[src/design/mslgg_pkg.sv]
// Shared types and constants of the multi-stop gradient generator.
`timescale 1ns / 1ps
package mslgg_pkg;

  localparam int unsigned NUM_CH = 4;
  localparam int unsigned CH_W   = 8;
  localparam int unsigned DIM_W  = 13;
  localparam int unsigned CNT_W  = 5;
  localparam int unsigned ACC_W  = 26;
  localparam int unsigned QUO_W  = 24;
  localparam int unsigned STOP_W = 32;

  localparam logic [1:0] REG_FRAME_WIDTH  = 2'd0;
  localparam logic [1:0] REG_FRAME_HEIGHT = 2'd1;
  localparam logic [1:0] REG_DIRECTION    = 2'd2;
  localparam logic [1:0] REG_STOP_COUNT   = 2'd3;

  localparam logic CMD_LOAD    = 1'b0;
  localparam logic CMD_PRODUCE = 1'b1;

  typedef enum logic [3:0] {
    ST_IDLE,
    ST_SEG,
    ST_SEGW,
    ST_CHK,
    ST_RD0,
    ST_RD1,
    ST_LAT1,
    ST_DIV,
    ST_DIVW,
    ST_OUT
  } ctl_state_t;

  typedef struct packed {
    logic stop_we;
    logic norm;
    logic seg_go;
    logic seg_take;
    logic begin_run;
    logic rd_hi;
    logic lat0;
    logic lat1;
    logic ch_clr;
    logic ch_go;
    logic ch_take;
    logic emit;
  } ctl_cmd_t;

  typedef struct packed {
    logic seg_dirty;
    logic div_done;
    logic run_start;
    logic ch_last;
    logic out_free;
    logic nseg;
  } dp_status_t;

endpackage

[src/design/mslgg_if.sv]
// Handshake channels of the gradient generator: stop/produce items in, pixels out.
`timescale 1ns / 1ps
interface mslgg_in_if;
  logic       valid;
  logic       ready;
  logic       cmd;
  logic [3:0] stop_index;
  logic [7:0] stop_red;
  logic [7:0] stop_green;
  logic [7:0] stop_blue;
  logic [7:0] stop_alpha;
  modport source (output valid, cmd, stop_index, stop_red, stop_green, stop_blue,
                  stop_alpha, input ready);
  modport sink (input valid, cmd, stop_index, stop_red, stop_green, stop_blue,
                stop_alpha, output ready);
endinterface

interface mslgg_out_if;
  logic       valid;
  logic       ready;
  logic [7:0] pix_red;
  logic [7:0] pix_green;
  logic [7:0] pix_blue;
  logic [7:0] pix_alpha;
  logic       row_end;
  logic       frame_end;
  modport source (output valid, pix_red, pix_green, pix_blue, pix_alpha, row_end,
                  frame_end, input ready);
  modport sink (input valid, pix_red, pix_green, pix_blue, pix_alpha, row_end,
                frame_end, output ready);
endinterface

[src/design/multi_stop_linear_gradient_generator.sv]
// Top level of the multi-stop linear gradient generator.
`timescale 1ns / 1ps
// Usage:
//  - in_chan carries items: cmd 0 loads colour stop stop_index, cmd 1 asks
//    for the next pixel of the frame in raster order.
//  - out_chan returns one RGBA pixel per produce item, with row_end and
//    frame_end flags; loads return nothing.
//  - cfg_we/cfg_addr/cfg_wdata write frame_width (0), frame_height (1),
//    direction (2) and stop_count (3); write only while the block is idle.
// Sequencing:
//  - A load is written to the stop table from the idle state. A produce within
//    a segment passes ST_CHK and ST_OUT before its pixel is registered.
//  - At the start of a run along the gradient axis, and at each segment
//    boundary, the four channel steps are divided out in turn on one shared
//    restoring divider; the next item waits until they are done.
//  - The first produce after a register write first recomputes the segment
//    length on the same divider.
// Reset: registers return to width 1, height 1, direction 0, two stops;
//  counters and accumulators clear. The stop table holds no reset value.
// Stall: the pixel register holds while out_chan.ready is low; one more item
//  is taken and worked on, and its pixel waits until the register frees.
module multi_stop_linear_gradient_generator #(
  parameter int unsigned MAX_STOPS = 16,
  parameter int unsigned MAX_SIZE  = 4096
) (
  input  logic        clk,
  input  logic        rst_n,
  mslgg_in_if.sink    in_chan,
  mslgg_out_if.source out_chan,
  input  logic        cfg_we,
  input  logic [1:0]  cfg_addr,
  input  logic [12:0] cfg_wdata
);
  import mslgg_pkg::*;

  ctl_cmd_t   cmd;
  dp_status_t status;
  logic       in_ready;

  // Sequence each transfer through the datapath.
  mslgg_ctrl u_ctrl (
    .clk      (clk),
    .rst_n    (rst_n),
    .in_valid (in_chan.valid),
    .in_cmd   (in_chan.cmd),
    .in_ready (in_ready),
    .status   (status),
    .cmd      (cmd)
  );

  assign in_chan.ready = in_ready;

  mslgg_dp #(.MAX_STOPS(MAX_STOPS), .MAX_SIZE(MAX_SIZE)) u_dp (
    .clk        (clk),
    .rst_n      (rst_n),
    .cmd        (cmd),
    .status     (status),
    .cfg_we     (cfg_we),
    .cfg_addr   (cfg_addr),
    .cfg_wdata  (cfg_wdata),
    .stop_index (in_chan.stop_index),
    .stop_red   (in_chan.stop_red),
    .stop_green (in_chan.stop_green),
    .stop_blue  (in_chan.stop_blue),
    .stop_alpha (in_chan.stop_alpha),
    .out_ready  (out_chan.ready),
    .out_valid  (out_chan.valid),
    .pix_red    (out_chan.pix_red),
    .pix_green  (out_chan.pix_green),
    .pix_blue   (out_chan.pix_blue),
    .pix_alpha  (out_chan.pix_alpha),
    .row_end    (out_chan.row_end),
    .frame_end  (out_chan.frame_end)
  );
endmodule

[src/design/mslgg_ram.sv]
// Generic single-port-write, registered-read RAM.
`timescale 1ns / 1ps
module mslgg_ram #(
  parameter int unsigned WIDTH = 32,
  parameter int unsigned DEPTH = 16
) (
  input  logic                     clk,
  input  logic                     we,
  input  logic [$clog2(DEPTH)-1:0] waddr,
  input  logic [WIDTH-1:0]         wdata,
  input  logic [$clog2(DEPTH)-1:0] raddr,
  output logic [WIDTH-1:0]         rdata
);
  logic [WIDTH-1:0] mem_r [DEPTH];
  logic [WIDTH-1:0] rdata_r;

  always_ff @(posedge clk) begin
    if (we) begin
      mem_r[waddr] <= wdata;
    end
    rdata_r <= mem_r[raddr];
  end

  assign rdata = rdata_r;
endmodule

[src/design/mslgg_div.sv]
// Restoring unsigned divider, one quotient bit per cycle.
`timescale 1ns / 1ps
module mslgg_div (
  input  logic                         clk,
  input  logic                         rst_n,
  input  logic                         start,
  input  logic [mslgg_pkg::QUO_W-1:0]  dividend,
  input  logic [mslgg_pkg::DIM_W-1:0]  divisor,
  output logic [mslgg_pkg::QUO_W-1:0]  quotient,
  output logic                         done
);
  import mslgg_pkg::*;

  localparam int unsigned CW = $clog2(QUO_W + 1);

  logic [QUO_W-1:0] quo_r, quo_nxt;
  logic [DIM_W-1:0] rem_r, rem_nxt;
  logic [DIM_W-1:0] dvs_r;
  logic [CW-1:0]    cnt_r, cnt_nxt;
  logic             busy_r, busy_nxt;
  logic             done_r, done_nxt;
  logic [DIM_W:0]   rem_sh;

  always_comb begin
    quo_nxt  = quo_r;
    rem_nxt  = rem_r;
    cnt_nxt  = cnt_r;
    busy_nxt = busy_r;
    done_nxt = done_r;
    rem_sh   = {rem_r, quo_r[QUO_W-1]};
    if (start) begin
      quo_nxt  = dividend;
      rem_nxt  = '0;
      cnt_nxt  = CW'(QUO_W);
      busy_nxt = 1'b1;
      done_nxt = 1'b0;
    end else if (busy_r) begin
      if (rem_sh >= {1'b0, dvs_r}) begin
        rem_nxt = DIM_W'(rem_sh - {1'b0, dvs_r});
        quo_nxt = {quo_r[QUO_W-2:0], 1'b1};
      end else begin
        rem_nxt = rem_sh[DIM_W-1:0];
        quo_nxt = {quo_r[QUO_W-2:0], 1'b0};
      end
      cnt_nxt = cnt_r - CW'(1);
      if (cnt_r == CW'(1)) begin
        busy_nxt = 1'b0;
        done_nxt = 1'b1;
      end
    end
  end

  always_ff @(posedge clk) begin
    if (!rst_n) begin
      busy_r <= 1'b0;
      done_r <= 1'b0;
      cnt_r  <= '0;
    end else begin
      busy_r <= busy_nxt;
      done_r <= done_nxt;
      cnt_r  <= cnt_nxt;
    end
    quo_r <= quo_nxt;
    rem_r <= rem_nxt;
    if (start) begin
      dvs_r <= divisor;
    end
  end

  assign quotient = quo_r;
  assign done     = done_r;
endmodule

[src/design/mslgg_dp.sv]
// Datapath: registers, counters, stop memory, accumulators, divider and pixel register.
`timescale 1ns / 1ps
module mslgg_dp #(
  parameter int unsigned MAX_STOPS = 16,
  parameter int unsigned MAX_SIZE  = 4096
) (
  input  logic                  clk,
  input  logic                  rst_n,
  input  mslgg_pkg::ctl_cmd_t   cmd,
  output mslgg_pkg::dp_status_t status,
  input  logic                  cfg_we,
  input  logic [1:0]            cfg_addr,
  input  logic [12:0]           cfg_wdata,
  input  logic [3:0]            stop_index,
  input  logic [7:0]            stop_red,
  input  logic [7:0]            stop_green,
  input  logic [7:0]            stop_blue,
  input  logic [7:0]            stop_alpha,
  input  logic                  out_ready,
  output logic                  out_valid,
  output logic [7:0]            pix_red,
  output logic [7:0]            pix_green,
  output logic [7:0]            pix_blue,
  output logic [7:0]            pix_alpha,
  output logic                  row_end,
  output logic                  frame_end
);
  import mslgg_pkg::*;

  localparam int unsigned AW       = (MAX_STOPS > 1) ? $clog2(MAX_STOPS) : 1;
  localparam int unsigned SIZE_CAP = (MAX_SIZE > 8191) ? 8191 : MAX_SIZE;
  localparam int unsigned NMAX     = (MAX_STOPS > 31) ? 31 : MAX_STOPS;
  localparam logic [DIM_W-1:0] SIZE_MAX_C = DIM_W'(SIZE_CAP);
  localparam logic [CNT_W-1:0] STOP_MAX_C = CNT_W'(NMAX);

  logic [DIM_W-1:0] fw_r, fh_r;
  logic             dir_r;
  logic [CNT_W-1:0] sc_r;
  logic             dirty_r;
  logic [DIM_W-1:0] seg_r;
  logic [DIM_W-1:0] col_r, row_r, spos_r;
  logic [CNT_W-1:0] sidx_r;
  logic [ACC_W-1:0] acc_r [NUM_CH];
  logic [ACC_W-1:0] step_r [NUM_CH];
  logic [1:0]       ch_r;
  logic [STOP_W-1:0] c0_r, c1_r;
  logic             out_valid_r;
  logic [CH_W-1:0]  pix_r [NUM_CH];
  logic             row_end_r, frame_end_r;

  logic [DIM_W-1:0] w, h, len, pos, spos_inc;
  logic [CNT_W-1:0] n, count, cnt_m1, c1_idx, sidx_inc;
  logic             multi, rend, fend, adv, seg_more, use_c1;
  logic [AW-1:0]    raddr;
  logic [STOP_W-1:0] rdata;
  logic             stop_we;
  logic [CH_W-1:0]  a0, a1, mag;
  logic [CH_W:0]    diff;
  logic             neg;
  logic [QUO_W-1:0] prod, div_a, quo;
  logic [DIM_W-1:0] div_b;
  logic             div_go, div_done;
  logic [ACC_W-1:0] step_new;

  always_comb begin
    w = (fw_r == '0) ? DIM_W'(1) : ((fw_r > SIZE_MAX_C) ? SIZE_MAX_C : fw_r);
    h = (fh_r == '0) ? DIM_W'(1) : ((fh_r > SIZE_MAX_C) ? SIZE_MAX_C : fh_r);
    n = (sc_r == '0) ? CNT_W'(1) : ((sc_r > STOP_MAX_C) ? STOP_MAX_C : sc_r);
    len   = dir_r ? h : w;
    pos   = dir_r ? row_r : col_r;
    multi = n > CNT_W'(2);
    count = ({{(DIM_W-CNT_W){1'b0}}, n} < len) ? n : len[CNT_W-1:0];
    cnt_m1 = (count > CNT_W'(1)) ? count - CNT_W'(1) : CNT_W'(1);
    rend = col_r == w - DIM_W'(1);
    fend = rend && (row_r == h - DIM_W'(1));
    adv  = !dir_r || rend;
    sidx_inc = sidx_r + CNT_W'(1);
    spos_inc = spos_r + DIM_W'(1);
    seg_more = multi && (sidx_inc < count);
    c1_idx = multi ? sidx_inc : ((n >= CNT_W'(2)) ? CNT_W'(1) : CNT_W'(0));
    use_c1 = !multi || seg_more;
    raddr  = cmd.rd_hi ? AW'(c1_idx) : AW'(sidx_r);
    stop_we = cmd.stop_we && (32'(stop_index) < MAX_STOPS);
  end

  mslgg_ram #(.WIDTH(STOP_W), .DEPTH(MAX_STOPS)) u_stops (
    .clk   (clk),
    .we    (stop_we),
    .waddr (AW'(stop_index)),
    .wdata ({stop_alpha, stop_blue, stop_green, stop_red}),
    .raddr (raddr),
    .rdata (rdata)
  );

  // Divider operands: len over count-1 for seg_go, else |c1 - c0| times the scale.
  always_comb begin
    a0   = c0_r[8*ch_r +: 8];
    a1   = c1_r[8*ch_r +: 8];
    diff = {1'b0, a1} - {1'b0, a0};
    neg  = diff[CH_W];
    mag  = neg ? CH_W'(-diff) : diff[CH_W-1:0];
    if (multi) begin
      prod = {mag, 16'b0} + {8'b0, mag, 8'b0} + {16'b0, mag};
    end else begin
      prod = {mag, 16'b0};
    end
    div_go = cmd.seg_go || cmd.ch_go;
    div_a  = cmd.seg_go ? QUO_W'(len) : prod;
    div_b  = cmd.seg_go ? DIM_W'(cnt_m1) : (multi ? seg_r : len);
    step_new = neg ? ACC_W'(-{2'b0, quo}) : {2'b0, quo};
  end

  mslgg_div u_div (
    .clk      (clk),
    .rst_n    (rst_n),
    .start    (div_go),
    .dividend (div_a),
    .divisor  (div_b),
    .quotient (quo),
    .done     (div_done)
  );

  always_ff @(posedge clk) begin
    if (!rst_n) begin
      fw_r    <= DIM_W'(1);
      fh_r    <= DIM_W'(1);
      dir_r   <= 1'b0;
      sc_r    <= CNT_W'(2);
      dirty_r <= 1'b1;
      col_r   <= '0;
      row_r   <= '0;
      spos_r  <= '0;
      sidx_r  <= '0;
      ch_r    <= '0;
      out_valid_r <= 1'b0;
      for (int i = 0; i < NUM_CH; i++) begin
        acc_r[i]  <= '0;
        step_r[i] <= '0;
      end
    end else begin
      if (cfg_we) begin
        dirty_r <= 1'b1;
        unique case (cfg_addr)
          REG_FRAME_WIDTH:  fw_r  <= cfg_wdata;
          REG_FRAME_HEIGHT: fh_r  <= cfg_wdata;
          REG_DIRECTION:    dir_r <= cfg_wdata[0];
          REG_STOP_COUNT:   sc_r  <= cfg_wdata[CNT_W-1:0];
        endcase
      end else if (cmd.seg_take) begin
        dirty_r <= 1'b0;
      end
      if (cmd.norm) begin
        if (col_r >= w) col_r <= '0;
        if (row_r >= h) row_r <= '0;
      end
      if (cmd.begin_run) begin
        sidx_r <= '0;
        spos_r <= '0;
      end
      if (cmd.lat0) begin
        for (int i = 0; i < NUM_CH; i++) begin
          if (multi) begin
            acc_r[i] <= ACC_W'({rdata[8*i +: 8], 16'b0}) + ACC_W'({rdata[8*i +: 8], 8'b0})
                      + ACC_W'(rdata[8*i +: 8]);
          end else begin
            acc_r[i] <= ACC_W'({rdata[8*i +: 8], 16'b0});
          end
        end
      end
      if (cmd.ch_clr) begin
        ch_r <= '0;
      end else if (cmd.ch_take) begin
        step_r[ch_r] <= step_new;
        ch_r <= ch_r + 2'd1;
      end
      if (cmd.emit) begin
        out_valid_r <= 1'b1;
      end else if (out_ready) begin
        out_valid_r <= 1'b0;
      end
      if (cmd.emit) begin
        if (adv) begin
          for (int i = 0; i < NUM_CH; i++) begin
            acc_r[i] <= acc_r[i] + step_r[i];
          end
          if (seg_more) begin
            // Advance within the segment; roll over to the next one at its end.
            if (spos_inc >= seg_r) begin
              spos_r <= '0;
              sidx_r <= sidx_inc;
            end else begin
              spos_r <= spos_inc;
            end
          end
        end
        if (rend) begin
          col_r <= '0;
          row_r <= fend ? '0 : row_r + DIM_W'(1);
        end else begin
          col_r <= col_r + DIM_W'(1);
        end
      end
    end
    if (cmd.seg_take) begin
      seg_r <= quo[DIM_W-1:0];
    end
    if (cmd.lat0) begin
      c0_r <= rdata;
    end
    if (cmd.lat1) begin
      c1_r <= use_c1 ? rdata : c0_r;
    end
    if (cmd.emit) begin
      for (int i = 0; i < NUM_CH; i++) begin
        pix_r[i] <= acc_r[i][23:16];
      end
      row_end_r   <= rend;
      frame_end_r <= fend;
    end
  end

  always_comb begin
    status.seg_dirty = dirty_r;
    status.div_done  = div_done;
    status.run_start = (pos == '0) && (!dir_r || col_r == '0);
    status.ch_last   = ch_r == 2'd3;
    status.out_free  = !out_valid_r || out_ready;
    status.nseg      = adv && seg_more && (spos_inc >= seg_r);
  end

  assign out_valid = out_valid_r;
  assign pix_red   = pix_r[0];
  assign pix_green = pix_r[1];
  assign pix_blue  = pix_r[2];
  assign pix_alpha = pix_r[3];
  assign row_end   = row_end_r;
  assign frame_end = frame_end_r;

  a_emit_free: assert property (@(posedge clk) disable iff (!rst_n)
    cmd.emit |-> (!out_valid_r || out_ready)) else $error("pixel overwrites a held result");
  a_emit_seg: assert property (@(posedge clk) disable iff (!rst_n)
    cmd.emit |-> !dirty_r) else $error("pixel emitted with stale segment length");
  a_take_done: assert property (@(posedge clk) disable iff (!rst_n)
    (cmd.ch_take || cmd.seg_take) |-> div_done) else $error("quotient taken early");
endmodule

[src/design/mslgg_ctrl.sv]
// Controller state machine sequencing loads, divisions and pixel output.
`timescale 1ns / 1ps
module mslgg_ctrl (
  input  logic                  clk,
  input  logic                  rst_n,
  input  logic                  in_valid,
  input  logic                  in_cmd,
  output logic                  in_ready,
  input  mslgg_pkg::dp_status_t status,
  output mslgg_pkg::ctl_cmd_t   cmd
);
  import mslgg_pkg::*;

  ctl_state_t state_r, state_nxt;
  logic       ret_out_r, ret_out_nxt;

  always_ff @(posedge clk) begin
    if (!rst_n) begin
      state_r   <= ST_IDLE;
      ret_out_r <= 1'b0;
    end else begin
      state_r   <= state_nxt;
      ret_out_r <= ret_out_nxt;
    end
  end

  always_comb begin
    state_nxt   = state_r;
    ret_out_nxt = ret_out_r;
    cmd         = '0;
    in_ready    = 1'b0;
    unique case (state_r)
      ST_IDLE: begin
        in_ready = 1'b1;
        if (in_valid) begin
          if (in_cmd == CMD_LOAD) begin
            cmd.stop_we = 1'b1;
          end else begin
            cmd.norm  = 1'b1;
            state_nxt = status.seg_dirty ? ST_SEG : ST_CHK;
          end
        end
      end
      ST_SEG: begin
        cmd.seg_go = 1'b1;
        state_nxt  = ST_SEGW;
      end
      ST_SEGW: begin
        if (status.div_done) begin
          cmd.seg_take = 1'b1;
          state_nxt    = ST_CHK;
        end
      end
      ST_CHK: begin
        if (status.run_start) begin
          cmd.begin_run = 1'b1;
          ret_out_nxt   = 1'b1;
          state_nxt     = ST_RD0;
        end else begin
          state_nxt = ST_OUT;
        end
      end
      ST_RD0: begin
        state_nxt = ST_RD1;
      end
      ST_RD1: begin
        cmd.lat0  = 1'b1;
        cmd.rd_hi = 1'b1;
        state_nxt = ST_LAT1;
      end
      ST_LAT1: begin
        cmd.lat1   = 1'b1;
        cmd.ch_clr = 1'b1;
        state_nxt  = ST_DIV;
      end
      ST_DIV: begin
        cmd.ch_go = 1'b1;
        state_nxt = ST_DIVW;
      end
      ST_DIVW: begin
        if (status.div_done) begin
          cmd.ch_take = 1'b1;
          if (status.ch_last) begin
            state_nxt = ret_out_r ? ST_OUT : ST_IDLE;
          end else begin
            state_nxt = ST_DIV;
          end
        end
      end
      ST_OUT: begin
        if (status.out_free) begin
          cmd.emit = 1'b1;
          if (status.nseg) begin
            ret_out_nxt = 1'b0;
            state_nxt   = ST_RD0;
          end else begin
            state_nxt = ST_IDLE;
          end
        end
      end
      default: begin
        state_nxt = ST_IDLE;
      end
    endcase
  end
endmodule

[src/flat_wrapper.sv]
// flat-port wrapper written by rule: the top's interface ports become plain ports
module multi_stop_linear_gradient_generator_flat import mslgg_pkg::*;
#(
  parameter int unsigned MAX_STOPS = 16,
  parameter int unsigned MAX_SIZE  = 4096
)
  (clk, rst_n, cfg_we, cfg_addr, cfg_wdata, in_chan_valid, in_chan_cmd, in_chan_stop_index, in_chan_stop_red, in_chan_stop_green, in_chan_stop_blue, in_chan_stop_alpha, in_chan_ready, out_chan_valid, out_chan_pix_red, out_chan_pix_green, out_chan_pix_blue, out_chan_pix_alpha, out_chan_row_end, out_chan_frame_end, out_chan_ready);
  mslgg_in_if in_chan_i ();
  mslgg_out_if out_chan_i ();
  input  logic clk;
  input  logic rst_n;
  input  logic cfg_we;
  input  logic [1:0] cfg_addr;
  input  logic [12:0] cfg_wdata;
  input wire logic [$bits(in_chan_i.valid)-1:0] in_chan_valid;
  input wire logic [$bits(in_chan_i.cmd)-1:0] in_chan_cmd;
  input wire logic [$bits(in_chan_i.stop_index)-1:0] in_chan_stop_index;
  input wire logic [$bits(in_chan_i.stop_red)-1:0] in_chan_stop_red;
  input wire logic [$bits(in_chan_i.stop_green)-1:0] in_chan_stop_green;
  input wire logic [$bits(in_chan_i.stop_blue)-1:0] in_chan_stop_blue;
  input wire logic [$bits(in_chan_i.stop_alpha)-1:0] in_chan_stop_alpha;
  output wire logic [$bits(in_chan_i.ready)-1:0] in_chan_ready;
  output wire logic [$bits(out_chan_i.valid)-1:0] out_chan_valid;
  output wire logic [$bits(out_chan_i.pix_red)-1:0] out_chan_pix_red;
  output wire logic [$bits(out_chan_i.pix_green)-1:0] out_chan_pix_green;
  output wire logic [$bits(out_chan_i.pix_blue)-1:0] out_chan_pix_blue;
  output wire logic [$bits(out_chan_i.pix_alpha)-1:0] out_chan_pix_alpha;
  output wire logic [$bits(out_chan_i.row_end)-1:0] out_chan_row_end;
  output wire logic [$bits(out_chan_i.frame_end)-1:0] out_chan_frame_end;
  input wire logic [$bits(out_chan_i.ready)-1:0] out_chan_ready;
  assign in_chan_i.valid = in_chan_valid;
  assign in_chan_i.cmd = in_chan_cmd;
  assign in_chan_i.stop_index = in_chan_stop_index;
  assign in_chan_i.stop_red = in_chan_stop_red;
  assign in_chan_i.stop_green = in_chan_stop_green;
  assign in_chan_i.stop_blue = in_chan_stop_blue;
  assign in_chan_i.stop_alpha = in_chan_stop_alpha;
  assign in_chan_ready = in_chan_i.ready;
  assign out_chan_valid = out_chan_i.valid;
  assign out_chan_pix_red = out_chan_i.pix_red;
  assign out_chan_pix_green = out_chan_i.pix_green;
  assign out_chan_pix_blue = out_chan_i.pix_blue;
  assign out_chan_pix_alpha = out_chan_i.pix_alpha;
  assign out_chan_row_end = out_chan_i.row_end;
  assign out_chan_frame_end = out_chan_i.frame_end;
  assign out_chan_i.ready = out_chan_ready;
  multi_stop_linear_gradient_generator #(.MAX_STOPS(MAX_STOPS), .MAX_SIZE(MAX_SIZE)) u_core (.clk(clk), .rst_n(rst_n), .in_chan(in_chan_i), .out_chan(out_chan_i), .cfg_we(cfg_we), .cfg_addr(cfg_addr), .cfg_wdata(cfg_wdata));
endmodule
[config.mk]
export PLATFORM = sky130hd
export DESIGN_NAME = multi_stop_linear_gradient_generator_flat
export DESIGN_NICKNAME = d
export VERILOG_FILES = /design/src/design/mslgg_pkg.sv /design/src/design/mslgg_if.sv /design/src/design/multi_stop_linear_gradient_generator.sv /design/src/design/mslgg_ram.sv /design/src/design/mslgg_div.sv /design/src/design/mslgg_dp.sv /design/src/design/mslgg_ctrl.sv /design/src/flat_wrapper.sv
export SDC_FILE = /design/constraint.sdc
export NUM_CORES = 2
export LEC_CHECK = 0
export BUFFER_PORTS_ARGS = -buffer_cell sky130_fd_sc_hd__buf_2
export CAP_MARGIN = 20
export CORE_MARGIN = 3
export CORE_UTILIZATION = 57
export CTS_CLUSTER_SIZE = 28
export DETAILED_ROUTE_END_ITERATION = 10
export MAX_ROUTING_LAYER = met4
export PLACE_DENSITY_LB_ADDON = 0.15
export SYNTH_ARGS = -nofsm -noshare
export SYNTH_HDL_FRONTEND = slang
export SYNTH_HIERARCHICAL = 1
export SYNTH_SLANG_ARGS = --single-unit
[constraint.sdc]
create_clock -name clk -period 5.5 [get_ports clk]
set_clock_uncertainty 0.2 [all_clocks]
set_input_delay 0.55 -clock clk [delete_from_list [all_inputs] [get_ports clk]]
set_output_delay 0.55 -clock clk [all_outputs]
set_load 0.02 [all_outputs]
==> summary.log <==
qor: sta.report.final.hold_viol_count 0
qor: synthesis.post_synth_most_frequent_cells sky130_fd_sc_hd__edfxtp_1 (852), sky130_fd_sc_hd__nand2_1 (268), sky130_fd_sc_hd__nor2_1 (254)
qor: cts.clk_buf_depth 3
qor: pwr.power.share.sequential 0.483
qor: critical_path.startpoint u_core/u_dp/fh_r[6]
qor: min_path.timing.hold.worst_path_depth 1
qor: min_path.hold_path.startpoint in_chan_stop_green[4]
qor: sta.slew_headroom 0.2519
qor: cts.numCtsBuffers 100
qor: drt.routed-via-count 30.62k
qor: drt.total_wire_length 121300 µm
qor: synthesis.share_of_synthesized_registers_carrying_an_async_set_or_reset 0
qor: grt.global_route_wire_length_before_repair 184600 µm
qor: critical_path.r2r_cells 15
qor: final_layout.fin_util 0.6493
qor: status.status complete, no violations
qor: drt.initialDrtViolationCount 3054
qor: pwr.net-switching-power 4.922 mW
qor: pwr.p_clk_frac 0.373
qor: critical_path.worstPathRequired 5820 ps
qor: critical_path.critical_path_peak_fanout 13
qor: synthesis.synthesis.instances 3520
qor: synthesis.proportion_of_synthesized_chip_area_in_sequential_cells 0.6019
qor: synthesis.synthesis.area 0.04706 mm²
qor: die.design.die.area 0.08605 mm²
qor: die.pin_count 93
qor: final_layout.syn2layout_area_growth 12.02%
qor: drt.post_drt_wl_per_cell 25.21 µm
qor: critical_path.r2r-start u_core/u_dp/fh_r[6]
qor: placement.gpl.final_weighted_congestion 0.9142
qor: pwr.total_leakage_power 18.85 nW
qor: placement.place.port_buffers 92
qor: synthesis.synth_edf_count 852
qor: synthesis.syn_nets 3757
qor: synthesis.yosysWarnings 6
qor: die.core_area 0.08120 mm²
qor: sta.min_clock_period_post_route 5153 ps
qor: grt.first_global_vias 30.76k
qor: grt.grt_start_max_net_pins 129
qor: pwr.power.internal 13.44 mW
qor: pwr.power.share.combinational 0.144
qor: synthesis.synthDominantCellAreaShare 0.5436
qor: cts.root_buffer sky130_fd_sc_hd__clkbuf_16
qor: critical_path.endpoint_kind flip-flop
qor: die.row_count 104
qor: drt.post_drt_via_cell_ratio 6.362
qor: final_layout.design.final.nets 3897
qor: die.die_y 293.3 µm
qor: drt.drt_pre_antenna_iters 5
qor: grt.grt_usage 0.2901
qor: pwr.pwr_density 348.3 mW/mm²
qor: grt.grt_antenna_before_repair 8
qor: synthesis.synth_top_flop_cell sky130_fd_sc_hd__edfxtp_1
qor: final_layout.layout_cell_share_with_drive_strength_beyond_1 0.1636
qor: synthesis.number_of_distinct_standard_cells_referenced_by_the_synthesized_netlist 97
qor: cts.cts-htree-levels 3
qor: job.max_cap_viol_count 0
qor: synthesis.postSynthAreaPerCell 13.37 µm²
qor: grt.global_route.overflow_total 0
qor: die.initial_core_utilization 0.5796
qor: pwr.power_switching_share 0.2680
qor: synthesis.synth_most_common_cell sky130_fd_sc_hd__edfxtp_1
qor: sta.fmaxAchievable 194.1 MHz
qor: sta.period_utilization 0.9369
qor: cts.path_clk_slew 60 ps
qor: placement.dp_hpwl 77480 µm
qor: cts.cts_tree built
qor: sta.rsz0062_at_grt false
qor: synthesis.ys_top_cells_by_area sky130_fd_sc_hd__edfxtp_1 (54%), sky130_fd_sc_hd__mux4_2 (6.9%), sky130_fd_sc_hd__dfxtp_1 (5.8%), sky130_fd_sc_hd__ha_1 (4.6%), sky130_fd_sc_hd__nand2_1 (2.1%)
qor: cts.numClockSinks 989
qor: min_path.worstHoldPathType input port to flip-flop
qor: synthesis.synth.ff_latch_count 989
qor: drt.drc 0
qor: sta.setup_viol 0
qor: pwr.worst_ir_drop_vdd 0.0003941 V
qor: sta.worst_case_hold_slack 34.77 ps
qor: sta.fin_setup_tns 0 ps
qor: die.chipWidth 293.3 µm
qor: drt.detail-route-antenna-nets 0
qor: sta.max_slew.worst_pin.slew 1121 ps
qor: critical_path.setup.worst_path.class flip-flop to flip-flop
qor: critical_path.crit_arrival 5470 ps
qor: cts.clock_insertion_delay_worst_skew 710 ps
qor: sta.drv_slew 0
qor: critical_path.startpoint_type_of_the_worst_setup_path flip-flop
qor: synthesis.netlist.top_cell.by_area sky130_fd_sc_hd__edfxtp_1
[final timing paths]
check                                      to  slack, ps
max                      u_core/u_dp/row_r[2]        350
min          u_core/u_dp/u_stops/mem_r[8][12]         30
max reg2reg              u_core/u_dp/row_r[2]        350
min reg2reg           u_core/u_dp/pix_r[3][2]        230
[power groups by stage]
stage / logic [mW] / clock network (mW) / registers, mW
3_5_place_dp: 2.56 / 0 / 9.00
5_1_grt: 2.88 / 7.26 / 8.88
2_1_floorplan: 1.79 / 0 / 8.86
6_report: 2.65 / 6.85 / 8.86
4_1_cts: 2.59 / 6.97 / 8.85
3_3_place_gp: 2.50 / 0 / 8.99
[cells in the final DEF, fill, tap and decap left out, types with 92 or more instances in the layout]
cell	synthesis	routed
sky130_fd_sc_hd__ha_1	174	174
sky130_fd_sc_hd__buf_2	24	92
sky130_fd_sc_hd__mux4_2	144	144
sky130_fd_sc_hd__nand2_1	268	268
sky130_fd_sc_hd__a21oi_1	170	169
sky130_fd_sc_hd__o21ai_0	119	117
sky130_fd_sc_hd__nor2_1	254	238
sky130_fd_sc_hd__inv_1	124	124
sky130_fd_sc_hd__dfxtp_1	137	136
sky130_fd_sc_hd__xnor2_1	93	93
sky130_fd_sc_hd__edfxtp_1	852	852
sky130_fd_sc_hd__clkbuf_16	0	102
[area by class of cell]
type	count	area (µm²)
flip-flops and latches	989	28330
diodes	6	15.01
fillers	5900	28470
clock inverters	66	675.6
inverters	125	469.2
multi-input cells	2234	17690
clock buffers	123	2701
repair buffers	210	1516
well taps	1060	1326
[metrics by stage]
step	total power [mW]	setup slack (ps)	area [µm²]	std cells
6_report	18.36	346.8	52720	4813
3_5_place_dp	11.56	204.3	48890	4577
5_1_grt	19.02	60.69	52720	4813
3_3_place_gp	11.49	323.8	48880	4576
4_1_cts	18.40	160.3	52620	4801
2_1_floorplan	10.64	374.5	47070	3520
[what timing repair did]
item / 4_1_cts / 5_1_grt
setup buffers: 0 / 1
endpoints found under the setup margin: 0 / 51
resized for setup: 0 / 4
hold buffers: 35 / 0
endpoints found under the hold margin: 275 / 0
[sequential cells by signal, summed over array words and instances (netlist names), 13 cells and up]
register	count
u_core/u_dp/u_stops/mem_r	512
u_core/u_dp/acc_r	96
u_core/u_dp/step_r	96
u_core/u_dp/c0_r	32
u_core/u_dp/c1_r	32
u_core/u_dp/pix_r	32
u_core/u_dp/u_stops/rdata	32
u_core/u_dp/u_div/quotient	24
u_core/u_dp/col_r	13
u_core/u_dp/fh_r	13
u_core/u_dp/fw_r	13
u_core/u_dp/row_r	13
u_core/u_dp/seg_r	13
u_core/u_dp/spos_r	13
u_core/u_dp/u_div/dvs_r	13
u_core/u_dp/u_div/rem_r	13
[cells by family (layout without fill, tap and decap cells)]
family | count (synthesis) | count (layout) | share of synthesized area
adders and majority gates | 180 | 180 | 0.04881
and+or+nand+nor | 927 | 927 | 0.09565
buffers and inverters | 297 | 524 | 0.02680
other | 0 | 6 | 0
xor gates and xnor gates | 158 | 158 | 0.02940
DFF | 989 | 989 | 0.6019
muxes | 232 | 232 | 0.08925
AOI/OAI and AO/OA | 737 | 737 | 0.1082
[worst max-delay path, stage by stage, from the launching register on]
cell	delay, ps
sky130_fd_sc_hd__dfxtp_1	400
sky130_fd_sc_hd__or4_1	620
sky130_fd_sc_hd__nor4_1	550
sky130_fd_sc_hd__nor2_1	120
sky130_fd_sc_hd__nor2_1	190
sky130_fd_sc_hd__inv_1	70
sky130_fd_sc_hd__ha_1	350
sky130_fd_sc_hd__nand2_1	140
sky130_fd_sc_hd__mux2i_1	80
sky130_fd_sc_hd__a22oi_1	350
sky130_fd_sc_hd__o22ai_1	150
sky130_fd_sc_hd__a2111o_1	350
sky130_fd_sc_hd__or4_1	490
sky130_fd_sc_hd__o2111ai_2	550
sky130_fd_sc_hd__nor3b_1	120
sky130_fd_sc_hd__a211o_1	300
[layer usage]
| layer | up-vias | wire, µm | global-route usage |
|---|---|---|---|
| met1 | 15310 | 50090 | 0.3852 |
| met5 | - | 0 | - |
| met4 | 0 | 3820 | 0.09542 |
| li1 | 13840 | - | - |
| met3 | 240 | 8501 | 0.03976 |
| met2 | 1227 | 58920 | 0.4677 |
(Power assumes the default switching activity.)
